**config.mk**
```make
export PLATFORM = sky130hd
export DESIGN_NAME = sbus_frame_decoder_unit_flat
export DESIGN_NICKNAME = d
export VERILOG_FILES = /design/src/rtl/sfd_pkg.sv /design/src/rtl/sfd_byte_if.sv /design/src/rtl/sfd_chan_if.sv /design/src/rtl/sfd_front.sv /design/src/rtl/sfd_queue.sv /design/src/rtl/sfd_back.sv /design/src/rtl/sbus_frame_decoder_unit.sv /design/src/flat_wrapper.sv
export SDC_FILE = /design/constraint.sdc
export NUM_CORES = 1
export LEC_CHECK = 0
export BUFFER_PORTS_ARGS = -buffer_cell sky130_fd_sc_hd__buf_2
export CORE_UTILIZATION = 25
export CTS_BUF_LIST = sky130_fd_sc_hd__clkbuf_4
export CTS_CLUSTER_DIAMETER = 120
export DETAILED_ROUTE_END_ITERATION = 16
export SYNTH_ARGS = -nofsm -noshare
export SYNTH_HDL_FRONTEND = slang
export SYNTH_SLANG_ARGS = --single-unit
```
**constraint.sdc**
```tcl
create_clock -name i_clk -period 20.8 [get_ports i_clk]
set_input_delay 3.12 -clock i_clk [delete_from_list [all_inputs] [get_ports i_clk]]
set_output_delay 3.12 -clock i_clk [all_outputs]
set_load 0.1 [all_outputs]
```
**src/rtl/sfd_pkg.sv**
```systemverilog
// Shared types and constants of the SBUS frame decoder.
`timescale 1ns / 1ps
package sfd_pkg;

    localparam logic [7:0]  START_BYTE  = 8'h0F;
    localparam logic [7:0]  ZERO_BYTE   = 8'h00;
    localparam int          STORE_BYTES = 23;
    localparam int          CH_W        = 11;
    localparam int          N_ANALOG    = 16;
    localparam int          DATA_W      = N_ANALOG * CH_W;
    localparam int          SHIFT_W     = STORE_BYTES * 8;
    localparam logic [4:0]  FIRST_DATA  = 5'd1;
    localparam logic [4:0]  FLAG_BYTE   = 5'd23;
    localparam logic [4:0]  END_BYTE    = 5'd24;
    localparam logic [4:0]  LAST_CH     = 5'd17;
    localparam logic [10:0] DIGITAL_ON  = 11'h7FF;
    localparam logic [10:0] DIGITAL_OFF = 11'h000;

    typedef enum logic [1:0] {
        PH_EXPECT = 2'd0,
        PH_HUNT   = 2'd1,
        PH_FRAME  = 2'd2
    } t_phase;

    // One completed frame as handed from the front to the back.
    typedef struct packed {
        logic [DATA_W-1:0] data;
        logic [1:0]        dig;
        logic              failsafe;
    } t_frame;

endpackage

```
**src/rtl/sfd_byte_if.sv**
```systemverilog
// Byte input channel: valid, ready and one received byte.
`timescale 1ns / 1ps
interface sfd_byte_if;
    logic       valid;
    logic       ready;
    logic [7:0] rx_byte;

    modport source (output valid, output rx_byte, input ready);
    modport sink   (input valid, input rx_byte, output ready);
endinterface

```
**src/rtl/sfd_chan_if.sv**
```systemverilog
// Channel result channel: valid, ready and one decoded channel.
`timescale 1ns / 1ps
interface sfd_chan_if;
    logic        valid;
    logic        ready;
    logic [4:0]  channel_index;
    logic [10:0] channel_value;
    logic        failsafe;
    logic        last;

    modport source (output valid, output channel_index, output channel_value,
                    output failsafe, output last, input ready);
    modport sink   (input valid, input channel_index, input channel_value,
                    input failsafe, input last, output ready);
endinterface

```
**src/rtl/sfd_front.sv**
```systemverilog
// Front end: frame sync, byte capture and hand-off of completed frames.
`timescale 1ns / 1ps
module sfd_front (
    input  logic           i_clk,
    input  logic           i_rst_n,
    sfd_byte_if.sink       i_rx,
    input  logic           i_q_full,
    output logic           o_push,
    output sfd_pkg::t_frame o_frame
);

    sfd_pkg::t_phase r_phase, n_phase;
    logic [4:0]  r_count, n_count;
    logic        r_prev_zero, n_prev_zero;
    logic [sfd_pkg::SHIFT_W-1:0] r_shift;
    logic        w_accept;
    logic        w_at_end;
    logic        w_store;
    logic        w_is_start;
    logic        w_is_zero;

    assign w_at_end   = (r_phase == sfd_pkg::PH_FRAME) && (r_count == sfd_pkg::END_BYTE);
    // Stall only the end byte, and only while no queue slot is free.
    assign i_rx.ready = !(w_at_end && i_q_full);
    assign w_accept   = i_rx.valid && i_rx.ready;
    assign w_is_start = (i_rx.rx_byte == sfd_pkg::START_BYTE);
    assign w_is_zero  = (i_rx.rx_byte == sfd_pkg::ZERO_BYTE);
    assign w_store    = w_accept && (r_phase == sfd_pkg::PH_FRAME) &&
                        (r_count >= sfd_pkg::FIRST_DATA) &&
                        (r_count <= sfd_pkg::FLAG_BYTE);
    assign o_push     = w_accept && w_at_end;

    assign o_frame.data     = r_shift[sfd_pkg::DATA_W-1:0];
    assign o_frame.dig      = r_shift[sfd_pkg::DATA_W +: 2];
    assign o_frame.failsafe = r_shift[sfd_pkg::DATA_W + 3];

    always_ff @(posedge i_clk) begin
        if (!i_rst_n) begin
            r_phase     <= sfd_pkg::PH_EXPECT;
            r_count     <= '0;
            r_prev_zero <= 1'b0;
        end else begin
            r_phase     <= n_phase;
            r_count     <= n_count;
            r_prev_zero <= n_prev_zero;
        end
    end

    // Oldest byte ends up in the low bits: byte 1 at [7:0], flags on top.
    always_ff @(posedge i_clk) begin
        if (w_store) begin
            r_shift <= {i_rx.rx_byte, r_shift[sfd_pkg::SHIFT_W-1:8]};
        end
    end

    always_comb begin
        n_phase     = r_phase;
        n_count     = r_count;
        n_prev_zero = r_prev_zero;
        if (w_accept) begin
            case (r_phase)
                sfd_pkg::PH_HUNT: begin
                    if (w_is_start && r_prev_zero) begin
                        n_phase     = sfd_pkg::PH_FRAME;
                        n_count     = sfd_pkg::FIRST_DATA;
                        n_prev_zero = 1'b0;
                    end else begin
                        n_prev_zero = w_is_zero;
                    end
                end
                sfd_pkg::PH_FRAME: begin
                    if (r_count == sfd_pkg::END_BYTE) begin
                        n_phase     = sfd_pkg::PH_EXPECT;
                        n_count     = '0;
                        n_prev_zero = 1'b0;
                    end else begin
                        n_count = r_count + 5'd1;
                    end
                end
                default: begin
                    if (w_is_start) begin
                        n_phase     = sfd_pkg::PH_FRAME;
                        n_count     = sfd_pkg::FIRST_DATA;
                        n_prev_zero = 1'b0;
                    end else begin
                        n_phase     = sfd_pkg::PH_HUNT;
                        n_prev_zero = w_is_zero;
                    end
                end
            endcase
        end
    end

endmodule

```
**src/rtl/sfd_queue.sv**
```systemverilog
// Two-entry frame queue between front and back.
`timescale 1ns / 1ps
module sfd_queue (
    input  logic            i_clk,
    input  logic            i_rst_n,
    input  logic            i_push,
    input  sfd_pkg::t_frame i_frame,
    input  logic            i_pop,
    output logic            o_full,
    output logic            o_empty,
    output sfd_pkg::t_frame o_frame
);

    sfd_pkg::t_frame r_slot [2];
    logic       r_wptr;
    logic       r_rptr;
    logic [1:0] r_fill;
    logic       w_push;
    logic       w_pop;

    assign o_full  = (r_fill == 2'd2);
    assign o_empty = (r_fill == 2'd0);
    assign w_push  = i_push && !o_full;
    assign w_pop   = i_pop && !o_empty;
    assign o_frame = r_slot[r_rptr];

    always_ff @(posedge i_clk) begin
        if (!i_rst_n) begin
            r_wptr <= 1'b0;
            r_rptr <= 1'b0;
            r_fill <= '0;
        end else begin
            if (w_push) begin
                r_wptr <= !r_wptr;
            end
            if (w_pop) begin
                r_rptr <= !r_rptr;
            end
            case ({w_push, w_pop})
                2'b10:   r_fill <= r_fill + 2'd1;
                2'b01:   r_fill <= r_fill - 2'd1;
                default: r_fill <= r_fill;
            endcase
        end
    end

    always_ff @(posedge i_clk) begin
        if (w_push) begin
            r_slot[r_wptr] <= i_frame;
        end
    end

endmodule

```
**src/rtl/sfd_back.sv**
```systemverilog
// Back end: unpacks one frame into 18 channel results through an output register.
`timescale 1ns / 1ps
module sfd_back (
    input  logic            i_clk,
    input  logic            i_rst_n,
    input  logic            i_q_empty,
    input  sfd_pkg::t_frame i_frame,
    output logic            o_pop,
    sfd_chan_if.source      o_ch
);

    logic                       r_busy;
    logic [4:0]                 r_idx;
    logic [sfd_pkg::DATA_W-1:0] r_work;
    logic [1:0]                 r_dig;
    logic                       r_fs;
    logic                       r_ov;
    logic [4:0]                 r_ch;
    logic [10:0]                r_val;
    logic                       r_ofs;
    logic                       r_last;
    logic                       w_adv;
    logic [10:0]                w_val;
    logic                       w_dbit;

    assign o_pop = !r_busy && !i_q_empty;
    assign w_adv = r_busy && (!r_ov || o_ch.ready);

    assign w_dbit = r_idx[0] ? r_dig[1] : r_dig[0];
    assign w_val  = (r_idx < 5'(sfd_pkg::N_ANALOG)) ? r_work[sfd_pkg::CH_W-1:0] :
                    (w_dbit ? sfd_pkg::DIGITAL_ON : sfd_pkg::DIGITAL_OFF);

    always_ff @(posedge i_clk) begin
        if (!i_rst_n) begin
            r_busy <= 1'b0;
            r_idx  <= '0;
            r_ov   <= 1'b0;
        end else begin
            if (o_pop) begin
                r_busy <= 1'b1;
                r_idx  <= '0;
            end else if (w_adv) begin
                r_idx <= r_idx + 5'd1;
                if (r_idx == sfd_pkg::LAST_CH) begin
                    r_busy <= 1'b0;
                end
            end
            if (w_adv) begin
                r_ov <= 1'b1;
            end else if (o_ch.ready) begin
                r_ov <= 1'b0;
            end
        end
    end

    // Shift the packed channels down by one field per result.
    always_ff @(posedge i_clk) begin
        if (o_pop) begin
            r_work <= i_frame.data;
            r_dig  <= i_frame.dig;
            r_fs   <= i_frame.failsafe;
        end else if (w_adv) begin
            r_work <= r_work >> sfd_pkg::CH_W;
        end
        if (w_adv) begin
            r_ch   <= r_idx;
            r_val  <= w_val;
            r_ofs  <= r_fs;
            r_last <= (r_idx == sfd_pkg::LAST_CH);
        end
    end

    assign o_ch.valid         = r_ov;
    assign o_ch.channel_index = r_ch;
    assign o_ch.channel_value = r_val;
    assign o_ch.failsafe      = r_ofs;
    assign o_ch.last          = r_last;

endmodule

```
**src/rtl/sbus_frame_decoder_unit.sv**
```systemverilog
// Top level of the SBUS frame decoder.
//
//  port    dir  payload                                        width
//  i_rx    in   rx_byte                                        8
//  o_ch    out  channel_index, channel_value, failsafe, last   5, 11, 1, 1
//
// One byte is taken per cycle while i_rx is not stalled; the front tracks sync and
// captures bytes 1..23. The end byte of a frame hands the frame to a two-entry
// queue; the back then pops it and emits 18 results, one per cycle while
// o_ch.ready is high. i_rx stalls only on an end byte while both queue slots
// are taken. Reset (i_rst_n low, synchronous) returns to waiting for a start byte.
`timescale 1ns / 1ps
module sbus_frame_decoder_unit (
    input  logic       i_clk,
    input  logic       i_rst_n,
    sfd_byte_if.sink   i_rx,
    sfd_chan_if.source o_ch
);

    logic            w_push;
    logic            w_pop;
    logic            w_full;
    logic            w_empty;
    sfd_pkg::t_frame w_in_frame;
    sfd_pkg::t_frame w_out_frame;

    sfd_front u_front (
        .i_clk   (i_clk),
        .i_rst_n (i_rst_n),
        .i_rx    (i_rx),
        .i_q_full(w_full),
        .o_push  (w_push),
        .o_frame (w_in_frame)
    );

    sfd_queue u_queue (
        .i_clk   (i_clk),
        .i_rst_n (i_rst_n),
        .i_push  (w_push),
        .i_frame (w_in_frame),
        .i_pop   (w_pop),
        .o_full  (w_full),
        .o_empty (w_empty),
        .o_frame (w_out_frame)
    );

    sfd_back u_back (
        .i_clk    (i_clk),
        .i_rst_n  (i_rst_n),
        .i_q_empty(w_empty),
        .i_frame  (w_out_frame),
        .o_pop    (w_pop),
        .o_ch     (o_ch)
    );

endmodule

```
**src/flat_wrapper.sv**
```systemverilog
// flat-port wrapper written by rule: the top's interface ports become plain ports
module sbus_frame_decoder_unit_flat 
  (i_clk, i_rst_n, i_rx_valid, i_rx_rx_byte, i_rx_ready, o_ch_valid, o_ch_channel_index, o_ch_channel_value, o_ch_failsafe, o_ch_last, o_ch_ready);
  sfd_byte_if i_rx_i ();
  sfd_chan_if o_ch_i ();
  input  logic i_clk;
  input  logic i_rst_n;
  input wire logic [$bits(i_rx_i.valid)-1:0] i_rx_valid;
  input wire logic [$bits(i_rx_i.rx_byte)-1:0] i_rx_rx_byte;
  output wire logic [$bits(i_rx_i.ready)-1:0] i_rx_ready;
  output wire logic [$bits(o_ch_i.valid)-1:0] o_ch_valid;
  output wire logic [$bits(o_ch_i.channel_index)-1:0] o_ch_channel_index;
  output wire logic [$bits(o_ch_i.channel_value)-1:0] o_ch_channel_value;
  output wire logic [$bits(o_ch_i.failsafe)-1:0] o_ch_failsafe;
  output wire logic [$bits(o_ch_i.last)-1:0] o_ch_last;
  input wire logic [$bits(o_ch_i.ready)-1:0] o_ch_ready;
  assign i_rx_i.valid = i_rx_valid;
  assign i_rx_i.rx_byte = i_rx_rx_byte;
  assign i_rx_ready = i_rx_i.ready;
  assign o_ch_valid = o_ch_i.valid;
  assign o_ch_channel_index = o_ch_i.channel_index;
  assign o_ch_channel_value = o_ch_i.channel_value;
  assign o_ch_failsafe = o_ch_i.failsafe;
  assign o_ch_last = o_ch_i.last;
  assign o_ch_i.ready = o_ch_ready;
  sbus_frame_decoder_unit u_core (.i_clk(i_clk), .i_rst_n(i_rst_n), .i_rx(i_rx_i), .o_ch(o_ch_i));
endmodule
```
==> out/qor.txt <==
Async S/R FF share, synth = 0%
Hold WC Path Type = reg2reg
Critical Path RT = 17.68 ns
# Max-Cap Violations = 0
crit path capture type = output pin
Worst Path Buf+Inv = 2
Netlist Area Pre-Place = 0.02698 mm2
TritonRoute pass-1 iters = 8
top_reg_cell synth = edfxtp_1
largest net degree at the start of global routing = 237
Crit path arrival time = 2.56 ns
Largest stage delay, worst path = 0.44 ns
fin cells = 3183
gr usage total = 8.379%
critical path, cell by cell = inv_1 > ha_1 > and4b_1 > nand3_1 > buf_2
hold_buf cts = 0
first-pass GRT wire length = 72.47 mm
die span in x = 330.5 um
syn avg cell area = 18.32 um2
status = completed
Fmax = 176.0 MHz
H-tree levels = 4
clock-pin slew on the worst setup and hold paths = 0.07 ns
Initial Utilization = 25.20%
synth unique cells = 46
delay-heaviest family, CP = buffers and inverters
area grow syn2layout = 15.43%
peak supply drop = 0.03357 mV
met2 Use GR = 14.01%
final antenna-violating net count = 0
clock tree from TritonCTS = done
GRT Residual Overflow = 0
post-place setup slack = 14.29 ns
hold path cells = 0
clock sink count = 759
root buf cell = clkbuf_4
hold path start = u_core.u_back.r_fs$_DFFE_PP_
Tcrit/Tclk final = 27.31%
CP max stage cell = dfxtp_1
Final Max Slew Viols = 0
hold endpoint = u_core.u_back.o_ch.failsafe$_DFFE_PP_
reg-to-reg startpoint = u_core.u_front.r_count[0]$_SDFFE_PN0P_
Post-route DRC = 0
via count = 12750
flop-to-flop setup slack = 16.92 ns
Leak = 9.952 nW
final core occ = 29.09%
register area share after synthesis = 83.73%
GRT busiest layer = met2
Post-synth EDFFs = 739
Post-Synthesis Cells = 1473
core area = 0.1071 mm2
# nets final = 1663
Net Count, Synth = 1493
Synth Register Bits = 759
row cnt = 120
Num CTS Buffers = 185
design area = 0.03114 mm2
number of primary I/O pins = 32
Yosys warnings = 0
crit-path max FO = 6
wirelength, routed = 44.86 mm
Worst slew margin = 22.01%
die area = 0.1092 mm2
R2R cell count = 7
vias per cell = 4.005
Post-CTS Setup Inserts = 0
Critical Path Source Type = flip-flop
routed len/inst = 14.09 um
layout cells sized above 1 = 18.76%
Placed Area = 0.02878 mm2
Fin. Hold Viols = 0
reg-to-reg critical path endpoint = u_core.u_queue.r_slot[0][60]$_DFFE_PP_
RD Place Congestion = 0.7144
Power Dens Cells = 92.55 mW/mm2
post_cts resized = 0
Port Buf Inserts = 31
measured slew at the worst slew-check pin = 1.170 ns
Crit Path Class = reg2out
met3 Track Usage GR = 2.599%
worst-skew pair later-pin latency = 0.98 ns
vias in the first global route = 13910
clock skew = 0.06531 ns
Detail Placement HPWL = 22.26 mm
1st-iter DRT viols = 827
setup_tns = 0 ns
PnR worst setup slack = 15.12 ns
post-layout min period = 5.681 ns
clk buf depth = 3
RSZ-0062 raised after global routing = no
initial antenna violation count = 2
Die H = 330.5 um
routing usage on met1 = 9.669%
Post-Place Cells = 2859
Final setup viols = 0
[worst reg2reg max path: cells and delay by family (launching register included)]
family                   cells  cell delay, ns
flip-flops                   1            0.37
buffers and inverters        3            1.26
adder cells (fa/ha/maj)      1            0.20
AND/OR/NAND/NOR              3            1.54
[layout make-up]
cell class | instances | area [um2]
timing repair buffer | 44 | 277.8
multi-input combinational | 631 | 4073
inverter | 22 | 82.58
antenna | 5 | 12.51
clock inverter | 57 | 381.6
tap | 1403 | 1755
sequential | 759 | 22600
clock buffer | 262 | 1967
fill | 10520 | 75910
[through the flow]
step / hold slack, ns / power, mW
2_1_floorplan: 0.4003 / 1.705
3_3_place_gp: 0.4082 / 1.708
3_5_place_dp: 0.4102 / 1.710
4_1_cts: 0.4089 / 2.930
5_1_grt: 0.4237 / 3.006
6_report: 0.4039 / 2.883
[power breakdown]
part           leakage, nW  internal (mW)  switching [mW]
sequential            6.83           1.66         0.00307
combinational         1.73        0.00499          0.0106
clock                 1.39          0.651           0.554
[logic make-up after synthesis]
| family | after synthesis | synth area share (%) |
|---|---|---|
| and+or+nand+nor | 233 | 3.627 |
| DFF | 759 | 83.73 |
| xor gates and xnor gates | 8 | 0.2597 |
| AOI/OAI and AO/OA | 201 | 3.965 |
| adders and majority gates | 8 | 0.3710 |
| buffers and inverters | 83 | 1.312 |
| muxes | 181 | 6.733 |
[flip-flops by register name (all words and copies together) (netlist names), 2 cells and up, named ones only]
signal	count
u_core.u_queue.r_fill	2
u_core.u_back.o_ch.channel_index	5
u_core.u_front.r_shift	184
u_core.u_back.r_dig	2
u_core.u_back.r_work	176
u_core.u_back.r_idx	5
u_core.u_back.o_ch.channel_value	11
u_core.u_front.r_phase	2
u_core.u_queue.r_slot	358
u_core.u_front.r_count	5
[worst max-delay path by stage]
stage / from / endpoint / depth (start not counted)
final: u_core.u_front.r_count[0]$_SDFFE_PN0P_ / i_rx_ready / 5
after global routing: u_core.u_front.r_count[0]$_SDFFE_PN0P_ / i_rx_ready / 5
after CTS: u_core.u_front.r_count[0]$_SDFFE_PN0P_ / i_rx_ready / 5
after detailed placement: o_ch_ready / u_core.u_back.r_work[63]$_DFFE_PP_ / 5
after global placement: o_ch_ready / u_core.u_back.r_work[44]$_DFFE_PP_ / 5
after floorplan: i_rx_valid / u_core.u_front.r_shift[0]$_DFFE_PP_ / 2
[cells in the final DEF, fill, tap and decap left out, drive strengths merged, types with 4 or more instances in the layout]
cell    count
ha          8
a21oi       4
a31oi       4
edfxtp    739
mux2        4
nand3       6
buf        44
nand2     171
nor2       25
diode       5
xnor2       4
dfxtp      20
and3        6
mux2i     177
xor2        4
bufinv      6
inv        27
o21ai     181
clkinv     45
clkbuf    262
[Yosys cell counts (2+ instances only)]
cell type	number	share of area, %
nor2_1	25	0.35
nor4_1	3	0.070
o21ai_0	179	3.3
ha_1	8	0.37
inv_1	21	0.29
nand2b_1	3	0.070
nand4b_1	2	0.065
nand2_1	171	2.4
nand3_1	6	0.11
nor3_1	2	0.037
mux2i_1	177	6.6
nor2b_1	2	0.046
mux2_2	4	0.17
edfxtp_1	739	82
clkbuf_1	27	0.38
nand4_1	3	0.070
xnor2_1	4	0.13
buf_2	34	0.63
a21oi_1	4	0.074
and3_1	6	0.14
and2_1	3	0.070
xor2_1	4	0.13
a31oi_1	4	0.093
dfxtp_1	20	1.5
[routing by layer]
layer / vias up / routed length, um / part of all wire, %
met3: 91 / 1885 / 4.2
met4: 0 / 1042 / 2.3
met1: 6282 / 19320 / 43
met2: 267 / 22610 / 50
li1: 6108 / - / -
met5: - / 0 / 0
Note: power is estimated with default switching activity, not from simulation.
